<file path="src/hdl/ftr_pkg.sv">
`timescale 1ns / 1ps
// Package with shared constants, types and controller states for the tensor rotation block.
package ftr_pkg;

    localparam int FracBitsDefault = 16;
    localparam int AccW = 200;

    localparam logic [1:0] ModeLoadRot    = 2'd0;
    localparam logic [1:0] ModeLoadTensor = 2'd1;
    localparam logic [1:0] ModeStart      = 2'd2;
    localparam logic [1:0] ModeRead       = 2'd3;

    typedef enum logic [2:0] {
        S_IDLE,
        S_FETCH,
        S_MUL,
        S_LIMB,
        S_ACC,
        S_ROUND,
        S_READ,
        S_OUT
    } t_state;

    typedef struct packed {
        logic       clr_acc;
        logic       fetch;
        logic       mul_init;
        logic       mul_limb;
        logic [1:0] fac;
        logic [1:0] limb;
        logic       accum;
        logic       store_out;
        logic       rd_out;
        logic [6:0] o_idx;
        logic [6:0] s_idx;
        logic       dir;
    } t_cmd;

endpackage

</file>
<file path="src/hdl/ftr_ctrl.sv">
`timescale 1ns / 1ps
// Controller state machine sequencing loads, the transform loop and reads.
module ftr_ctrl (
    input  logic          i_clk,
    input  logic          i_rst_n,
    input  logic          i_valid,
    input  logic [1:0]    i_mode,
    input  logic [6:0]    i_idx,
    input  logic          i_dir,
    input  logic          i_out_ready,
    output logic          o_ready,
    output logic          o_out_valid,
    output logic [6:0]    o_out_idx,
    output logic          o_wr_rot,
    output logic          o_wr_ten,
    output ftr_pkg::t_cmd o_cmd
);
    import ftr_pkg::*;

    t_state r_state, n_state;
    logic [6:0] r_o, n_o, r_s, n_s;
    logic [1:0] r_f, n_f, r_l, n_l;
    logic r_dir, n_dir;
    logic w_acc;

    assign w_acc = i_valid && o_ready;
    assign o_wr_rot = w_acc && i_mode == ModeLoadRot;
    assign o_wr_ten = w_acc && i_mode == ModeLoadTensor;
    assign o_out_idx = r_o;

    always_ff @(posedge i_clk) begin
        if (!i_rst_n) begin
            r_state <= S_IDLE;
            r_o <= '0; r_s <= '0; r_f <= '0; r_l <= '0; r_dir <= 1'b0;
        end else begin
            r_state <= n_state;
            r_o <= n_o; r_s <= n_s; r_f <= n_f; r_l <= n_l; r_dir <= n_dir;
        end
    end

    always_comb begin
        n_state = r_state; n_o = r_o; n_s = r_s; n_f = r_f; n_l = r_l; n_dir = r_dir;
        o_ready = 1'b0; o_out_valid = 1'b0;
        o_cmd = '0;
        o_cmd.o_idx = r_o; o_cmd.s_idx = r_s; o_cmd.dir = r_dir;
        o_cmd.fac = r_f; o_cmd.limb = r_l;
        unique case (r_state)
            S_IDLE: begin
                o_ready = 1'b1;
                if (w_acc && i_mode == ModeStart) begin
                    n_state = S_FETCH; n_o = '0; n_s = '0; n_dir = i_dir;
                    o_cmd.clr_acc = 1'b1;
                end else if (w_acc && i_mode == ModeRead) begin
                    n_state = S_READ; n_o = i_idx;
                end
            end
            S_FETCH: begin
                o_cmd.fetch = 1'b1; n_state = S_MUL;
            end
            S_MUL: begin
                o_cmd.mul_init = 1'b1; n_f = '0; n_l = '0; n_state = S_LIMB;
            end
            S_LIMB: begin
                o_cmd.mul_limb = 1'b1;
                if (r_l == r_f) begin
                    n_l = '0;
                    if (r_f == 2'd3) n_state = S_ACC;
                    else n_f = r_f + 2'd1;
                end else begin
                    n_l = r_l + 2'd1;
                end
            end
            S_ACC: begin
                o_cmd.accum = 1'b1;
                if (r_s == 7'd80) begin
                    n_state = S_ROUND; n_s = '0;
                end else begin
                    n_s = r_s + 7'd1; n_state = S_FETCH;
                end
            end
            S_ROUND: begin
                o_cmd.store_out = 1'b1; o_cmd.clr_acc = 1'b1;
                if (r_o == 7'd80) n_state = S_IDLE;
                else begin
                    n_o = r_o + 7'd1; n_state = S_FETCH;
                end
            end
            S_READ: begin
                o_cmd.rd_out = 1'b1; n_state = S_OUT;
            end
            S_OUT: begin
                o_out_valid = 1'b1;
                if (i_out_ready) n_state = S_IDLE;
            end
            default: n_state = S_IDLE;
        endcase
    end
endmodule

</file>
<file path="config.mk">
export PLATFORM = sky130hd
export DESIGN_NAME = ftr_ctrl
export DESIGN_NICKNAME = d
export VERILOG_FILES = /design/src/hdl/ftr_pkg.sv /design/src/hdl/ftr_ctrl.sv
export SDC_FILE = /design/constraint.sdc
export NUM_CORES = 1
export LEC_CHECK = 0
export ABC_AREA = 1
export BUFFER_PORTS_ARGS = -buffer_cell sky130_fd_sc_hd__buf_2
export CORE_MARGIN = 10
export CORE_UTILIZATION = 40
export CTS_CLUSTER_SIZE = 28
export DETAILED_ROUTE_END_ITERATION = 8
export GPL_ROUTABILITY_DRIVEN = 1
export PLACE_DENSITY = 0.68
export SETUP_SLACK_MARGIN = 0.4
export SYNTH_ARGS = -nofsm -noshare
export SYNTH_HDL_FRONTEND = slang
export SYNTH_SLANG_ARGS = --single-unit
</file>
<file path="constraint.sdc">
create_clock -name i_clk -period 1.6 [get_ports i_clk]
set_input_delay 0.16 -clock i_clk [delete_from_list [all_inputs] [get_ports i_clk]]
set_output_delay 0.16 -clock i_clk [all_outputs]
set_load 0.02 [all_outputs]
</file>
# Word-level counts from Yosys, hierarchy flattened
# Cells that the tools add are included.
op_classes:
  add_sub_neg: 4
  n_eq_ne: 21
  muxes: 30
  reduce_logical: 15
op_table:
  columns: ["cell", "count"]
  rows:
  - ["$mux 7", 5]
  - ["$pmux 7 s2", 2]
  - ["$pmux 3 s8", 1]
  - ["$mux 3", 6]
  - ["$add 7x1->7 const B", 2]
  - ["$eq 7x7->1 const B", 2]
  - ["$eq 3x3->1 const B", 4]
  - ["$ne 2x2->1 const B", 6]
  - ["$mux 1", 10]
  - ["$pmux 2 s2", 2]
  - ["$eq 2x2->1 const B", 3]
  - ["$eq 3x2->1 const B", 2]
  - ["$mux 2", 3]
  - ["$reduce_and 3->1", 2]
  - ["$reduce_bool 2->1", 3]
  - ["$logic_and 1x1->1", 5]
  - ["$add 2x1->2 const B", 2]
  - ["$reduce_and 2->1", 2]
  - ["$reduce_and 4->1", 1]
  - ["$eq 3x1->1 const B", 1]
  - ["$logic_not 3->1", 1]
  - ["$ne 3x3->1 const B", 1]
  - ["$eq 2x1->1 const B", 1]
  - ["$eq 2x2->1", 1]
  - ["2 further kinds", 2]
word_totals:
  regBits: 22
  input_bits: 14
  out_inout_bits: 37
  elab_cells: 76

# Depth between registers and ports, before layout
# Gate-level depths: netlist of run 1.
logic_depth:
  word_depth: 7
  ltp_mapped: 10
  depth_no_buf: 9

# Worst setup path before layout of run 1
# OpenSTA, ideal clock, no wires.
synth_timing:
  path_kind: "reg-to-output"
  from: "register r_state[0]"
  to: "output o_wr_rot"
  arrival_ns: 1.349
  t_required_ns: 1.440
  slack_ns: 0.091
  stages_incl_launch_ff: 6
  n_path_buf: 0
  cell_sequence: "dfxtp_1 nor2_2 nand2_2 inv_1 nand2_1 nor3_1"
synth_via:
  elab_chain_cells: 4
synth_lines:
  columns: ["element", "line_no", "text"]
  rows:
  - ["start, declared", "ftr_ctrl.sv:20", "t_state r_state, n_state;"]
  - ["start signal, assigned", "ftr_ctrl.sv:36", "r_state <= n_state;"]
  - ["$logic_not 3->1", "ftr_ctrl.sv:47", "unique case (r_state)"]
  - ["$mux 1", "ftr_ctrl.sv:47", null]
  - ["net o_ready", "ftr_ctrl.sv:11", "output logic o_ready,"]
  - ["$logic_and 1x1->1", "ftr_ctrl.sv:26", "assign w_acc = i_valid && o_ready;"]
  - ["$logic_and 1x1->1", "ftr_ctrl.sv:27", "assign o_wr_rot = w_acc && i_mode == ModeLoadRot;"]
  - ["end, declared", "ftr_ctrl.sv:14", "output logic o_wr_rot,"]
# The timed path passes the listed nets, and every way through them passes these cells.

# Worst setup path in the final report of run 1
layout_timing:
  from: "register r_state[1]"
  to: "output o_wr_rot"
layout_via:
  elab_chain_cells: 4
layout_lines:
  columns: ["element", "line_no"]
  rows:
  - ["$logic_not 3->1", "ftr_ctrl.sv:47"]
  - ["$mux 1", "ftr_ctrl.sv:47"]
  - ["$logic_and 1x1->1", "ftr_ctrl.sv:26"]
  - ["$logic_and 1x1->1", "ftr_ctrl.sv:27"]
# Every way passes these cells.

==> results.ini, run 1 <==
[outcome]
status=finished, final reports clean

[timing]
slew_headroom=0.774
skew_ns=0.00731
fmax_ghz=0.674
setup-tns-final_ns=0
setup_ws_ns=0.116
slew_viol_final=0
fin_crit_ns=1.48
min_period_over_period=0.927
grt_setup_unrepaired=yes
setup_viol=0
worst_slew_pin_slew_ns=0.339
hold_viol=0
timing.hold.ws_ns=0.117

[place]
pre_cts_ws_ns=0.304
port_buffers=50
dp_hpwl_um=3140
place_inst=344
gp_congestion=0.789

[power_and_ir_drop]
p_sw_mw=2.45
clkPwrFrac=0.076
swShare=0.505
p_per_area_nw_per_um2=1980
p_seq_frac=0.203
p_leak_nw=1.28
p_int_mw=2.41
power_frac_comb=0.721
ir_worst_vdd_v=0.00107

[clock_network]
cts_tree=yes
insertion_delay_ns=0.27
cts_sinks=22
clockBufferDepth=2
postCtsHoldBufs=0
cts_max_level=1
cts-root-buf=clkbuf_8
cts.clk_slew.worst_paths_ns=0.09
numCtsBuffers=3

[drt]
ant_nets=0
vias_per_cell=4.93
drc_errors=0
vias=1859
first_pass_iters=4
wl_um=5270
wl_per_cell_um=14.0
drtIter0Drc=158

[critical_path]
critPathLaunchType=register
slowest_delay_ns=0.36
crit_arrival_ns=1.32
endpoint_kind=primary output
crit_top_cell=nand2_4
required_ns=1.44
cp_num_buf_inv=2
path_max_fanout=3
critPathKind=register to primary output
path_cells=nor2_4, nand2_4, inv_4, nand2_4, nor3_4, buf_6
critPathTopFamily=simple AND/OR/NAND/NOR gates
cp_slowest_cell=dfxtp_4

[hold_path]
hold_class=input port to register

[logic_synthesis]
yosys_register_bits=22
synthCells=256
syn_nets=275
synth.avg_cell_area_um2=5.99
synth.yosys.seq_area_share=0.287
syn-cell-area_um2=1530
yosysUniqueCellTypes=20
synth_warnings=0

[die]
die_x_um=81.9
dieArea_um2=6710
initial_core_util=0.416
ios=51
die_h_um=81.9
num_rows=22
core_um2=3690

[global_routing]
grt_usage=0.137
grt_max_degree=16
grt_remaining_overflow=0
antenna_found_initial=0
grt_pass1_vias=1639
grt_pass1_wl_um=7580

[layout]
area_growth_pct=59.9
final_core_util=0.665
final_nets=349
diodes=0
layout.cells.non_filler=377
drive_above_1_share=0.459

[job]
maxCapViolCount=0

## layer usage
metal	vias to the layer above	GRT usage	share of wire
li1	941	-	-
met1	824	0.169	0.39
met2	76	0.225	0.49
met3	18	0.0371	0.084
met4	0	0.0425	0.033
met5	-	0	0
## synth_stat cells, drive strengths merged
cell / number / area [um2]
nand2: 77 / 297
nor2: 42 / 195
inv: 41 / 154
nand3: 33 / 170
dfxtp: 22 / 440
buf: 9 / 71.3
o21ai: 9 / 45.0
a21oi: 8 / 40.0
ha: 5 / 62.6
nor3: 4 / 20.0
nand4: 3 / 18.8
a211oi: 1 / 7.51
a21boi: 1 / 7.51
clkbuf: 1 / 3.75
## flip-flops by register name, indices dropped and copies added, names as in the netlist
name	count
r_state	3
r_f	2
o_out_idx	7
r_l	2
r_dir	1
r_s	7
## power groups by stage
stage | Combinational [mW] | Clock, mW | Sequential (mW)
finish | 3.50 | 0.370 | 0.987
global placement | 2.08 | 0 | 0.994
floorplan | 1.59 | 0 | 1.09
CTS | 2.89 | 0.368 | 0.970
global route | 3.77 | 0.390 | 1.02
detailed placement | 2.08 | 0 | 0.998
## stage by stage
| stage | instance area [um2] | power [mW] |
|---|---|---|
| after global routing | 2450 | 5.18 |
| after CTS | 2250 | 4.22 |
| after floorplan | 1630 | 2.68 |
| after detailed placement | 1860 | 3.08 |
| after global placement | 1860 | 3.07 |
| final | 2450 | 4.86 |
## repair_timing
action                                  in CTS  in global routing
endpoints found under the setup margin      27                 33
resized for setup                           52                 33
buffers inserted                            19                  9
pin swaps                                   18                 21
cloned                                       1                  0
## tightest hold or removal path, cell delays in order
cell,delay [ns]
buf_2,0.09
nor3_2,0.04
nor2_1,0.07
## final timing paths
| check | startpoint | endpoint | slack, ns | cells after the start |
|---|---|---|---|---|
| worst max-delay path | r_state[1] | o_wr_rot | 0.12 | 6 |
| worst min-delay path | i_dir | r_dir | 0.12 | 3 |
| worst max register to register | r_state[2] | r_state[1] | 0.17 | 9 |
| worst min register to register | r_s[5] | r_s[5] | 0.50 | 2 |
## placed cells by master, fill, tap and decap left out, drive strengths merged
cell	n
ha	5
a21boi	1
dfxtp	22
buf	78
nand3	33
o21ai	9
nor3	4
a21oi	8
clkbuf	4
nand4	3
a211oi	1
nor2	42
nand2	78
inv	41
## layout make-up
cell class                      count  area [um2]
Fill cell                         302        1240
Multi-Input combinational cell    184        1120
Timing Repair Buffer               78         571
Sequential cell                    22         467
Inverter                           41         184
Tap cell                           48        60.1
Clock buffer                        4        45.0
## logic make-up after synthesis
family / Yosys count / share of synthesized area
AOI/OAI and AO/OA: 19 / 0.0653
adders and majority gates: 5 / 0.0408
buffers and inverters: 51 / 0.149
DFF: 22 / 0.287
and+or+nand+nor: 159 / 0.457
Note: power is estimated with default switching activity, not from simulation.
==> inputs of run 2 (changes only) <==
Settings changed: CELL_PAD_IN_SITES_DETAIL_PLACEMENT from default to 0, CELL_PAD_IN_SITES_GLOBAL_PLACEMENT from default to 2, CORE_UTILIZATION 40 to 25, PLACE_DENSITY 0.68 to 0.81.
==> run 2 against run 1 <==
  * Final cell count grew 6.4%
  * Setup slack better by 0.071 ns
  * Critical path depth unchanged
  * Non-clock buffer count decreased by 3
  * Total power is 10% lower
  * Sequential share of layout area rose by 0.53 points
  * Largest cell class unchanged
  * Largest power group unchanged
  * Highest routed layer unchanged
==> results.ini, run 2 (synthesized netlist as in run 1, its figures left out) <==
[outcome]
status=finished, final reports clean

[timing]
grt_setup_unrepaired=yes
slew_headroom=0.814  ; +0.0398
min_period_over_period=0.883  ; -0.0446
fin_crit_ns=1.41  ; -0.0713 ns
setup_viol=0  ; unchanged
hold_viol=0  ; unchanged
setup-tns-final_ns=0  ; unchanged
fmax_ghz=0.708  ; +5.1%
slew_viol_final=0  ; unchanged
worst_slew_pin_slew_ns=0.278  ; -0.0607 ns
skew_ns=0.00282  ; -0.00449 ns
timing.hold.ws_ns=0.135  ; +0.0176 ns

[critical_path]
ff2ff_path_depth=8  ; -1
critPathKind=register to primary output
reg2reg_to=r_s[0]
required_ns=1.44  ; about the same
rrSetupSlack_ns=0.21  ; +0.04 ns
crit_path_start=r_state[0]
cp_num_buf_inv=2  ; unchanged
path_max_fanout=4  ; +1
endpoint_kind=primary output
cp_slowest_cell=dfxtp_4
path_cells=nor2_4, nand2_4, inv_4, nand2_4, nor3_4, buf_6
r2r_start=r_state[2]
critPathLaunchType=register
critical_path_depth=6  ; unchanged
slowest_delay_ns=0.38  ; +0.02 ns
crit_end=o_wr_rot
critPathTopFamily=simple AND/OR/NAND/NOR gates
crit_top_cell=nand2_4
crit_arrival_ns=1.25  ; -0.07 ns

[clock_network]
insertion_delay_ns=0.26  ; about the same
numCtsBuffers=3  ; unchanged
postCtsHoldBufs=0  ; unchanged
cts-root-buf=clkbuf_8
cts.clk_slew.worst_paths_ns=0.09  ; about the same
cts_tree=yes
cts_max_level=1  ; unchanged
clockBufferDepth=2  ; unchanged
cts_sinks=22  ; unchanged

[place]
gp_congestion=0.724  ; -8.2%
port_buffers=50  ; unchanged
dp_hpwl_um=3670  ; +17%

[drt]
vias=1743  ; -6.2%
drc_errors=0  ; unchanged
vias_per_cell=4.35  ; -12%
drtIter0Drc=50  ; -68%
wl_um=4940  ; -6.3%
ant_nets=0  ; unchanged
first_pass_iters=4  ; unchanged
wl_per_cell_um=12.3  ; -12%

[global_routing]
grt_remaining_overflow=0  ; unchanged
antenna_found_initial=0  ; unchanged
grtUsageMet2=0.164  ; -0.0610
grt_max_degree=13  ; -3
grt_pass1_wl_um=8000  ; +5.6%
grt_usage=0.0978  ; -0.0387
met1_usage=0.114  ; -0.0547
busiest_layer=met2
grt_pass1_vias=1659  ; +1.2%
globalRouteMet3Util=0.0317  ; -0.00541

[job]
maxCapViolCount=0  ; unchanged

[power_and_ir_drop]
p_leak_nw=1.23  ; -4.4%
p_per_area_nw_per_um2=1830  ; -7.8%
ir_worst_vdd_v=0.000889  ; -17%

[die]
dieArea_um2=9660  ; +44%
die_x_um=98.3  ; +20%
num_rows=28  ; +27%
die_h_um=98.3  ; +20%
ios=51  ; unchanged
core_um2=5920  ; +61%
initial_core_util=0.259  ; -0.157

[layout]
final_common_cell=nand2_1
area_growth_pct=55.6
final_cell_mix=nand2_1 (59), buf_2 (39), nor2_1 (30)
final_core_util=0.403  ; -0.262
diodes=0  ; unchanged
final_nets=346  ; -0.86%
drive_above_1_share=0.460  ; +0.00116

[hold_path]
hold_class=input port to register

## run 2: layout make-up
class / instances / area (um2)
Tap cell: 75 / 93.8
Timing Repair Buffer: 75 / 510
Clock buffer: 4 / 45.0
Multi-Input combinational cell: 184 / 1090
Inverter: 41 / 174
Sequential cell: 22 / 467
Fill cell: 631 / 3540
## run 2: power breakdown
| group | leakage (nW) | total (mW) | switching, mW | internal (mW) |
|---|---|---|---|---|
| Combinational | 1.02 | 2.99 | 1.79 | 1.21 |
| Clock | 0.0228 | 0.374 | 0.196 | 0.178 |
| Sequential | 0.185 | 0.994 | 0.241 | 0.753 |
| Total | 1.23 | 4.36 | 2.22 | 2.14 |
## run 2: per-stage QoR
stage / setup WS (ns) / cell area (um2) / std cells / power (mW)
2_1_floorplan: 0.350 / 1630 / 256 / 2.68
3_3_place_gp: 0.273 / 1910 / 372 / 3.16
6_report: 0.188 / 2380 / 401 / 4.36
5_1_grt: 0.0994 / 2380 / 401 / 4.72
3_5_place_dp: 0.268 / 1910 / 372 / 3.13
4_1_cts: 0.170 / 2210 / 393 / 4.07
## run 2: how the worst min path moves through the flow
| stage | startpoint | to | slack [ns] | cells past startpoint |
|---|---|---|---|---|
| floorplan | i_rst_n | r_f[0] | 0.28 | 2 |
| global placement | i_dir | r_dir | 0.40 | 3 |
| detailed placement | i_dir | r_dir | 0.40 | 3 |
| CTS | i_dir | r_dir | 0.12 | 3 |
| global route | i_dir | r_dir | 0.15 | 3 |
| finish | i_dir | r_dir | 0.13 | 3 |
## run 2: repair_timing
| item | CTS | global route |
|---|---|---|
| gates resized for setup | 42 | 34 |
| pin swaps | 19 | 10 |
| setup endpoints to repair | 30 | 33 |
| buffers inserted | 16 | 8 |
| cloned | 1 | 0 |
## run 2: layer usage
layer | up-vias | routed length (um)
li1 | 934 | -
met4 | 0 | 44
met2 | 31 | 2430
met3 | 2 | 310
met5 | - | 0
met1 | 776 | 2150
## run 2: worst register-to-register path: cells and delay by family (launching register included)
| family | cells | cell delay [ns] |
|---|---|---|
| and+or+nand+nor | 3 | 0.34 |
| buffers and inverters | 4 | 0.44 |
| AOI/OAI and AO/OA | 1 | 0.12 |
| DFF | 1 | 0.41 |
